## src/ctr_pkg.sv

```systemverilog
// shared types and constants for the control trigger repeat block
// no dependencies; imported by every other file of the block except ctr_out_if
package ctr_pkg;

  localparam int DELAY_SLOTS_DEF = 4;
  localparam int TABLE_MAX       = 4;
  localparam int MS_W            = 16;
  localparam int CFG_ADDR_W      = 3;
  localparam int CFG_DATA_W      = 16;

  localparam logic [MS_W-1:0] TIMER_MAX       = 16'hFFFF;
  localparam logic [MS_W-1:0] DEFAULT_LONG_MS  = 16'd1000;
  localparam logic [MS_W-1:0] DEFAULT_SHORT_MS = 16'd100;

  // operating modes
  localparam logic [1:0] MODE_LEVEL   = 2'd0;
  localparam logic [1:0] MODE_RELEASE = 2'd1;
  localparam logic [1:0] MODE_REPEAT  = 2'd2;

  // register indexes
  localparam logic [CFG_ADDR_W-1:0] REG_MODE         = 3'd0;
  localparam logic [CFG_ADDR_W-1:0] REG_DELAY_COUNT  = 3'd1;
  localparam logic [CFG_ADDR_W-1:0] REG_DELAY_FIRST  = 3'd2;
  localparam logic [CFG_ADDR_W-1:0] REG_DELAY_SECOND = 3'd3;
  localparam logic [CFG_ADDR_W-1:0] REG_DELAY_THIRD  = 3'd4;
  localparam logic [CFG_ADDR_W-1:0] REG_DELAY_FOURTH = 3'd5;
  localparam logic [CFG_ADDR_W-1:0] REG_ALLOW_WIDGET = 3'd6;

  typedef struct packed {
    logic [1:0]                      mode;
    logic [2:0]                      delay_count;
    logic [TABLE_MAX-1:0][MS_W-1:0]  delay_ms;
    logic                            allow_over_widget;
  } cfg_t;

endpackage

```

## src/ctr_in_if.sv

```systemverilog
// input channel carrying one update sample per item
// depends on ctr_pkg for field widths
interface ctr_in_if;
  logic                        valid;
  logic                        ready;
  logic                        other_active;
  logic                        mouse_active;
  logic                        widget_under_mouse;
  logic [ctr_pkg::MS_W-1:0]    elapsed_ms;

  modport source (output valid, other_active, mouse_active, widget_under_mouse, elapsed_ms,
                  input ready);
  modport sink   (input valid, other_active, mouse_active, widget_under_mouse, elapsed_ms,
                  output ready);
endinterface

```

## src/ctr_out_if.sv

```systemverilog
// result channel carrying the fire decision per item
// no dependencies
interface ctr_out_if;
  logic valid;
  logic ready;
  logic fire;
  logic fired_by_mouse;

  modport source (output valid, fire, fired_by_mouse, input ready);
  modport sink   (input valid, fire, fired_by_mouse, output ready);
endinterface

```

## src/ctr_cfg_regs.sv

```systemverilog
// configuration register bank with write-only port
// depends on ctr_pkg
module ctr_cfg_regs (
  input  logic                            clk,
  input  logic                            rst_n,
  input  logic                            cfg_we,
  input  logic [ctr_pkg::CFG_ADDR_W-1:0]  cfg_addr,
  input  logic [ctr_pkg::CFG_DATA_W-1:0]  cfg_wdata,
  output ctr_pkg::cfg_t                   cfg
);
  import ctr_pkg::*;

  cfg_t cfg_r;

  always_ff @(posedge clk) begin
    if (!rst_n) begin
      cfg_r.mode              <= MODE_RELEASE;
      cfg_r.delay_count       <= 3'd0;
      cfg_r.delay_ms[0]       <= DEFAULT_LONG_MS;
      cfg_r.delay_ms[1]       <= DEFAULT_SHORT_MS;
      cfg_r.delay_ms[2]       <= DEFAULT_SHORT_MS;
      cfg_r.delay_ms[3]       <= DEFAULT_SHORT_MS;
      cfg_r.allow_over_widget <= 1'b0;
    end else if (cfg_we) begin
      case (cfg_addr)
        REG_MODE:         cfg_r.mode              <= cfg_wdata[1:0];
        REG_DELAY_COUNT:  cfg_r.delay_count       <= cfg_wdata[2:0];
        REG_DELAY_FIRST:  cfg_r.delay_ms[0]       <= cfg_wdata[MS_W-1:0];
        REG_DELAY_SECOND: cfg_r.delay_ms[1]       <= cfg_wdata[MS_W-1:0];
        REG_DELAY_THIRD:  cfg_r.delay_ms[2]       <= cfg_wdata[MS_W-1:0];
        REG_DELAY_FOURTH: cfg_r.delay_ms[3]       <= cfg_wdata[MS_W-1:0];
        REG_ALLOW_WIDGET: cfg_r.allow_over_widget <= cfg_wdata[0];
        default: ;
      endcase
    end
  end

  assign cfg = cfg_r;

endmodule

```

## src/ctr_core.sv

```systemverilog
// input register, trigger state and decision logic, result register
// depends on ctr_pkg, ctr_in_if and ctr_out_if
module ctr_core #(
  parameter int DELAY_SLOTS = ctr_pkg::DELAY_SLOTS_DEF
) (
  input  logic          clk,
  input  logic          rst_n,
  input  ctr_pkg::cfg_t cfg,
  ctr_in_if.sink        in_ch,
  ctr_out_if.source     out_ch
);
  import ctr_pkg::*;

  localparam logic [2:0] LIM = 3'((DELAY_SLOTS < TABLE_MAX) ? DELAY_SLOTS : TABLE_MAX);

  // input stage
  logic            s1_valid_r;
  logic            s1_other_r, s1_mouse_r, s1_widget_r;
  logic [MS_W-1:0] s1_elapsed_r;

  // trigger state
  logic            was_active_r, was_mouse_r, began_over_r;
  logic [1:0]      slot_r;
  logic [MS_W-1:0] since_r;

  // result stage
  logic            out_valid_r, fire_r, by_mouse_r;

  logic            s2_ready, in_ready;
  logic            cur, press, repeat_hit, fire_nxt, by_mouse_nxt;
  logic            began_mid, began_nxt;
  logic [MS_W:0]   t_sum;
  logic [MS_W-1:0] t_sat, entry, since_nxt;
  logic [2:0]      n, n_last, idx_inc;
  logic [1:0]      idx, slot_nxt;

  assign s2_ready = !out_valid_r || out_ch.ready;
  assign in_ready = !s1_valid_r || s2_ready;

  always_comb begin
    cur       = s1_other_r || s1_mouse_r;
    t_sum     = {1'b0, since_r} + {1'b0, s1_elapsed_r};
    t_sat     = t_sum[MS_W] ? TIMER_MAX : t_sum[MS_W-1:0];
    began_mid = began_over_r || (s1_widget_r && s1_mouse_r && !was_mouse_r);

    // table length in use, and the current index clamped into it
    if (cfg.delay_count == 3'd0) n = 3'd2;
    else if (cfg.delay_count > LIM) n = LIM;
    else n = cfg.delay_count;
    n_last  = n - 3'd1;
    idx     = ({1'b0, slot_r} >= n) ? n_last[1:0] : slot_r;
    idx_inc = {1'b0, idx} + 3'd1;

    if (cfg.delay_count == 3'd0) entry = (idx == 2'd0) ? DEFAULT_LONG_MS : DEFAULT_SHORT_MS;
    else entry = cfg.delay_ms[idx];

    press      = !was_active_r && cur;
    repeat_hit = cur && (t_sat >= entry);

    since_nxt    = t_sat;
    slot_nxt     = slot_r;
    fire_nxt     = 1'b0;
    by_mouse_nxt = 1'b0;
    case (cfg.mode)
      MODE_RELEASE: begin
        fire_nxt     = was_active_r && !cur;
        by_mouse_nxt = fire_nxt && was_mouse_r;
      end
      MODE_REPEAT: begin
        slot_nxt = idx;
        if (press) begin
          since_nxt = '0;
          slot_nxt  = 2'd0;
          fire_nxt  = 1'b1;
        end else if (repeat_hit) begin
          since_nxt = '0;
          slot_nxt  = (idx_inc >= n) ? n_last[1:0] : idx_inc[1:0];
          fire_nxt  = 1'b1;
        end
        by_mouse_nxt = fire_nxt && s1_mouse_r;
      end
      default: begin
        fire_nxt     = cur;
        by_mouse_nxt = cur && s1_mouse_r;
      end
    endcase

    // mouse press begun over a widget is suppressed unless allow_over_widget is set
    if (began_mid && !cfg.allow_over_widget) begin
      fire_nxt     = 1'b0;
      by_mouse_nxt = 1'b0;
    end
    began_nxt = (was_mouse_r && !s1_mouse_r) ? 1'b0 : began_mid;
  end

  always_ff @(posedge clk) begin
    if (!rst_n) begin
      s1_valid_r   <= 1'b0;
      out_valid_r  <= 1'b0;
      was_active_r <= 1'b0;
      was_mouse_r  <= 1'b0;
      began_over_r <= 1'b0;
      slot_r       <= 2'd0;
      since_r      <= '0;
    end else begin
      if (in_ready) s1_valid_r <= in_ch.valid;
      if (s2_ready) out_valid_r <= s1_valid_r;
      if (s1_valid_r && s2_ready) begin
        was_active_r <= cur;
        was_mouse_r  <= s1_mouse_r;
        began_over_r <= began_nxt;
        slot_r       <= slot_nxt;
        since_r      <= since_nxt;
      end
    end
  end

  // payload registers
  always_ff @(posedge clk) begin
    if (in_ch.valid && in_ready) begin
      s1_other_r   <= in_ch.other_active;
      s1_mouse_r   <= in_ch.mouse_active;
      s1_widget_r  <= in_ch.widget_under_mouse;
      s1_elapsed_r <= in_ch.elapsed_ms;
    end
    if (s1_valid_r && s2_ready) begin
      fire_r     <= fire_nxt;
      by_mouse_r <= by_mouse_nxt;
    end
  end

  assign in_ch.ready           = in_ready;
  assign out_ch.valid          = out_valid_r;
  assign out_ch.fire           = fire_r;
  assign out_ch.fired_by_mouse = by_mouse_r;

endmodule

```

## src/control_trigger_repeat_core.sv

```systemverilog
// an accepted item is held in the input register, then in the result register,
// from which its result is taken
// throughput: one item per cycle; the single state update per item sits
// between the input register and the result register; a held result stalls
// the input once both registers are full
// reset (synchronous, rst_n low): trigger state and timer cleared, mode is
// fire on release, default delay table of 1000 then 100 ms, widget cancel on
module control_trigger_repeat_core #(
  parameter int DELAY_SLOTS = ctr_pkg::DELAY_SLOTS_DEF
) (
  input  logic                            clk,
  input  logic                            rst_n,
  ctr_in_if.sink                          in_ch,
  ctr_out_if.source                       out_ch,
  input  logic                            cfg_we,
  input  logic [ctr_pkg::CFG_ADDR_W-1:0]  cfg_addr,
  input  logic [ctr_pkg::CFG_DATA_W-1:0]  cfg_wdata
);
  import ctr_pkg::*;

  cfg_t cfg;

  ctr_cfg_regs u_cfg (
    .clk       (clk),
    .rst_n     (rst_n),
    .cfg_we    (cfg_we),
    .cfg_addr  (cfg_addr),
    .cfg_wdata (cfg_wdata),
    .cfg       (cfg)
  );

  ctr_core #(
    .DELAY_SLOTS (DELAY_SLOTS)
  ) u_core (
    .clk    (clk),
    .rst_n  (rst_n),
    .cfg    (cfg),
    .in_ch  (in_ch),
    .out_ch (out_ch)
  );

endmodule

```

## src/flat_wrapper.sv

```systemverilog
// flat-port wrapper written by rule: the top's interface ports become plain ports
module control_trigger_repeat_core_flat import ctr_pkg::*;
#(
  parameter int DELAY_SLOTS = ctr_pkg::DELAY_SLOTS_DEF
)
  (clk, rst_n, cfg_we, cfg_addr, cfg_wdata, in_ch_valid, in_ch_other_active, in_ch_mouse_active, in_ch_widget_under_mouse, in_ch_elapsed_ms, in_ch_ready, out_ch_valid, out_ch_fire, out_ch_fired_by_mouse, out_ch_ready);
  ctr_in_if in_ch_i ();
  ctr_out_if out_ch_i ();
  input  logic clk;
  input  logic rst_n;
  input  logic cfg_we;
  input  logic [ctr_pkg::CFG_ADDR_W-1:0] cfg_addr;
  input  logic [ctr_pkg::CFG_DATA_W-1:0] cfg_wdata;
  input wire logic [$bits(in_ch_i.valid)-1:0] in_ch_valid;
  input wire logic [$bits(in_ch_i.other_active)-1:0] in_ch_other_active;
  input wire logic [$bits(in_ch_i.mouse_active)-1:0] in_ch_mouse_active;
  input wire logic [$bits(in_ch_i.widget_under_mouse)-1:0] in_ch_widget_under_mouse;
  input wire logic [$bits(in_ch_i.elapsed_ms)-1:0] in_ch_elapsed_ms;
  output wire logic [$bits(in_ch_i.ready)-1:0] in_ch_ready;
  output wire logic [$bits(out_ch_i.valid)-1:0] out_ch_valid;
  output wire logic [$bits(out_ch_i.fire)-1:0] out_ch_fire;
  output wire logic [$bits(out_ch_i.fired_by_mouse)-1:0] out_ch_fired_by_mouse;
  input wire logic [$bits(out_ch_i.ready)-1:0] out_ch_ready;
  assign in_ch_i.valid = in_ch_valid;
  assign in_ch_i.other_active = in_ch_other_active;
  assign in_ch_i.mouse_active = in_ch_mouse_active;
  assign in_ch_i.widget_under_mouse = in_ch_widget_under_mouse;
  assign in_ch_i.elapsed_ms = in_ch_elapsed_ms;
  assign in_ch_ready = in_ch_i.ready;
  assign out_ch_valid = out_ch_i.valid;
  assign out_ch_fire = out_ch_i.fire;
  assign out_ch_fired_by_mouse = out_ch_i.fired_by_mouse;
  assign out_ch_i.ready = out_ch_ready;
  control_trigger_repeat_core #(.DELAY_SLOTS(DELAY_SLOTS)) u_core (.clk(clk), .rst_n(rst_n), .in_ch(in_ch_i), .out_ch(out_ch_i), .cfg_we(cfg_we), .cfg_addr(cfg_addr), .cfg_wdata(cfg_wdata));
endmodule
```

## config.mk

```make
export PLATFORM = sky130hd
export DESIGN_NAME = control_trigger_repeat_core_flat
export DESIGN_NICKNAME = d
export VERILOG_FILES = /design/src/ctr_pkg.sv /design/src/ctr_in_if.sv /design/src/ctr_out_if.sv /design/src/ctr_cfg_regs.sv /design/src/ctr_core.sv /design/src/control_trigger_repeat_core.sv /design/src/flat_wrapper.sv
export SDC_FILE = /design/constraint.sdc
export NUM_CORES = 1
export LEC_CHECK = 0
export BUFFER_PORTS_ARGS = -buffer_cell sky130_fd_sc_hd__buf_2
export CAP_MARGIN = 5
export CORE_ASPECT_RATIO = 2
export CORE_MARGIN = 2
export CORE_UTILIZATION = 30
export CTS_CLUSTER_DIAMETER = 200
export CTS_CLUSTER_SIZE = 20
export DETAILED_ROUTE_END_ITERATION = 16
export SYNTH_ARGS = -nofsm -noshare
export SYNTH_HDL_FRONTEND = slang
export SYNTH_SLANG_ARGS = --single-unit
```

## constraint.sdc

```tcl
create_clock -name clk -period 8.7 [get_ports clk]
set_clock_uncertainty 0.15 [all_clocks]
set_input_delay 2.175 -clock clk [delete_from_list [all_inputs] [get_ports clk]]
set_output_delay 2.175 -clock clk [all_outputs]
set_load 0.01 [all_outputs]
```

==> results.yml <==
synthesis:
  yosys.area.top_type: "dfxtp_1"
  synth_warnings: 0
  yosysMostFrequentCell: "nand2_1"
  syn-cell-area_um2: 6120
  synthFlopType: "dfxtp_1"
  synth_edf_count: 21
  synth_cell_types: 63
  synthTopCellsByArea: "dfxtp_1 30%, nand2_1 12%, edfxtp_1 10%, ha_1 7.8%, a21oi_1 6.2%"
  seq_area_frac_synth: 0.407
  syn_nets: 830
  ys_async_sr_fraction: 0
  synth_top_area_share: 0.304
  synth_common_cells: "198 x nand2_1, 93 x dfxtp_1, 76 x a21oi_1"
  synth_cells: 748
  ys_ff_latch: 114
  avgSynthCellArea_um2: 8.18
critical_path:
  r2r_start: "u_core.u_cfg.cfg[67]$_SDFFE_PN0P_"
  cp.arrival_ps: 5360
  rr_worst_depth: 19
  path_cells: "inv_1 > nand2_1 > inv_1 > ha_1 > nand2b_1 > nor2_1 > o31ai_4 > buf_4 > inv_1 > and2_1 > a22oi_1 > o22a_1 > ha_1 > and3_1 > nand3_1 > a2111oi_1 > a21boi_1 > a311o_1 > a21oi_1"
  path_max_fanout: 29
  end_kind: "register"
  reg2reg_to: "u_core.u_core.out_ch.fired_by_mouse$_SDFFCE_PP0P_"
  cp_slowest_cell: "inv_1"
  cpPeakStageDelay_ps: 610
  r2r_setup_slack_ps: 3460
  cp.required_ps: 8820
  crit_top_cell: "inv_1"
  critical_path_class: "reg2reg"
  cp-start-kind: "register"
routing:
  wl_um: 16900
  wl_per_cell_um: 16.0
  first_iter_violations: 218
  vias: 5343
  ant_nets: 0
  via_per_inst: 5.07
  drc_errors: 0
  first_pass_iters: 4
die:
  core_um2: 19900
  die_h_um: 206
  dieArea_um2: 21600
  ios: 47
  rows: 73
  fp.dieW_um: 105
  start_util: 0.307
clock_network:
  cts_setup_buffers: 0
  htree_levels: 4
  cts-buffers-inserted: 17
  cts_tree: "built"
  clock_latency_ps: 430
  ctsResizeCount: 0
  clk_pin_slew_worst_paths_ps: 50
  clockBufferDepth: 2
  clock-sinks: 114
  cts-hold-fix-buffers: 0
  clock-root-buffer: "clkbuf_16"
finish:
  layout-area-overhead-vs-synth_pct: 18.1
  fillerInstances: 2135
  n_antenna_cell: 0
  nNetsFinal: 860
  drive_gt1_frac: 0.130
global_route:
  grt_pass1_vias: 5351
  antenna_found_initial: 0
  use_met3: 0.0363
  grt_use_total: 0.164
  met2_usage: 0.328
  grt.overflow.total: 0
  busiest_layer: "met2"
  grt_start_max_net_pins: 62
  grt_pass1_wl_um: 27500
  grtUsageMet1: 0.151
sta:
  final.setup.tns_ps: 0
  hold_viol_final: 0
  finalCriticalPeriod_ps: 5240
  final_max_slew_viol_count: 0
  rsz0062_at_grt: "no"
  fin_crit_sh: 0.602
  slew_headroom: 0.324
  final-setup-viol-count: 0
  fmax_mhz: 191
  holdWs_ps: 300
  tightest_slew_ps: 1010
status:
  status: "finished clean"
pwr:
  power_density_nw_per_um2: 217
  ir_worst_vdd_mv: 0.117
  leakage_nw: 2.90
job:
  drv_cap: 0
hold_path:
  hold_end: "u_core.u_cfg.cfg[24]$_SDFFE_PN0P_"
  hp-class: "reg2reg"
  hp-start: "u_core.u_cfg.cfg[24]$_SDFFE_PN0P_"
  holdPathStages: 2
place:
  place.gp.congestion: 0.880
  numPortBuffers: 46
  dpl.hpwl_um: 12700
==> cell usage in the layout, fill, tap and decap left out, types with 3 or more instances in the layout <==
cell	n
o21ai_0	19
clkbuf_16	21
clkinv_4	3
a21oi_1	76
nor2_1	30
o21a_1	3
nor2b_1	3
a21o_1	9
inv_1	17
nand2_1	198
clkinv_2	3
dfxtp_1	93
buf_2	46
nand3_1	30
a211o_1	4
a211oi_1	13
mux2i_1	16
and2_1	7
o2111ai_1	3
or2_2	4
or3_1	4
xnor2_1	6
mux2_2	4
o211ai_1	14
a22o_1	11
nand4_1	7
buf_4	7
a31oi_1	5
edfxtp_1	21
ha_1	38
o22a_1	4
nand2b_1	9
nor3_1	10
a22oi_1	5
and3_1	6
==> critical path, delay by kind of cell, from the launching register on <==
kind / cells / cell delay [ps]
DFF: 1 / 450
buffers and inverters: 4 / 1050
and+or+nand+nor: 6 / 1080
AOI/OAI and AO/OA: 7 / 1780
adders and majority gates: 2 / 570
==> power breakdown <==
part	internal [mW]	switching, mW
clock network	0.489	0.254
logic	0.0954	0.150
registers	0.563	0.0167
==> through the flow <==
step                      utilization  area, um2  cells  power, mW  setup WS, ps
after floorplan                     -       6120    748      0.756          3930
after global placement          0.331       6580   1021      0.832          3620
final                           0.363       7230   1053       1.57          3460
after CTS                       0.363       7230   1053       1.58          3460
after detailed placement        0.331       6580   1021      0.835          3510
after global routing            0.363       7230   1053       1.64          3060
==> sequential cells by signal, indices dropped and copies added (netlist names) <==
register                             count
u_core.u_core.slot_r                     2
u_core.u_core.began_over_r               1
u_core.u_cfg.cfg                        70
u_core.u_core.was_mouse_r                1
u_core.u_core.out_ch.fired_by_mouse      1
u_core.u_core.s1_other_r                 1
u_core.u_core.out_ch.valid               1
u_core.u_core.s1_widget_r                1
u_core.u_core.was_active_r               1
u_core.u_core.out_ch.fire                1
u_core.u_core.s1_mouse_r                 1
u_core.u_core.since_r                   16
u_core.u_core.s1_elapsed_r              16
u_core.u_core.s1_valid_r                 1
==> kinds of logic after synthesis <==
logic type	after synthesis	synth area share
xor+xnor	8	0.0115
compound gates	189	0.201
simple gates	317	0.226
flops	114	0.407
fa+ha+maj	40	0.0826
mux	20	0.0335
buf+inv	60	0.0378
==> area by class of cell <==
cell class / instances / area (um2) / share of cell area
clock buffers: 22 / 529 / 0.0732
clock inverters: 10 / 115 / 0.0159
inverters: 18 / 67.6 / 0.00935
multi-input cells: 574 / 3410 / 0.472
flip-flops and latches: 114 / 2490 / 0.345
well taps: 262 / 328 / 0.0454
repair buffers: 53 / 283 / 0.0391
==> routing by layer <==
| layer | vias to the layer above | share of wire |
|---|---|---|
| li1 | 2714 | - |
| met1 | 2502 | 0.36 |
| met3 | 35 | 0.026 |
| met2 | 92 | 0.57 |
| met4 | 0 | 0.039 |
| met5 | - | 0 |
==> how the worst max path moves through the flow <==
stage | from | to | slack (ps) | cells after the start
floorplan | out_ch_ready | in_ch_ready | 3930 | 2
global placement | out_ch_ready | in_ch_ready | 3620 | 4
detailed placement | u_core.u_cfg.cfg[67]$_SDFFE_PN0P_ | u_core.u_core.out_ch.fired_by_mouse$_SDFFCE_PP0P_ | 3510 | 19
CTS | u_core.u_cfg.cfg[67]$_SDFFE_PN0P_ | u_core.u_core.out_ch.fired_by_mouse$_SDFFCE_PP0P_ | 3460 | 19
global route | u_core.u_cfg.cfg[67]$_SDFFE_PN0P_ | u_core.u_core.out_ch.fired_by_mouse$_SDFFCE_PP0P_ | 3060 | 19
finish | u_core.u_cfg.cfg[67]$_SDFFE_PN0P_ | u_core.u_core.out_ch.fired_by_mouse$_SDFFCE_PP0P_ | 3460 | 19
(Power assumes the default switching activity.)
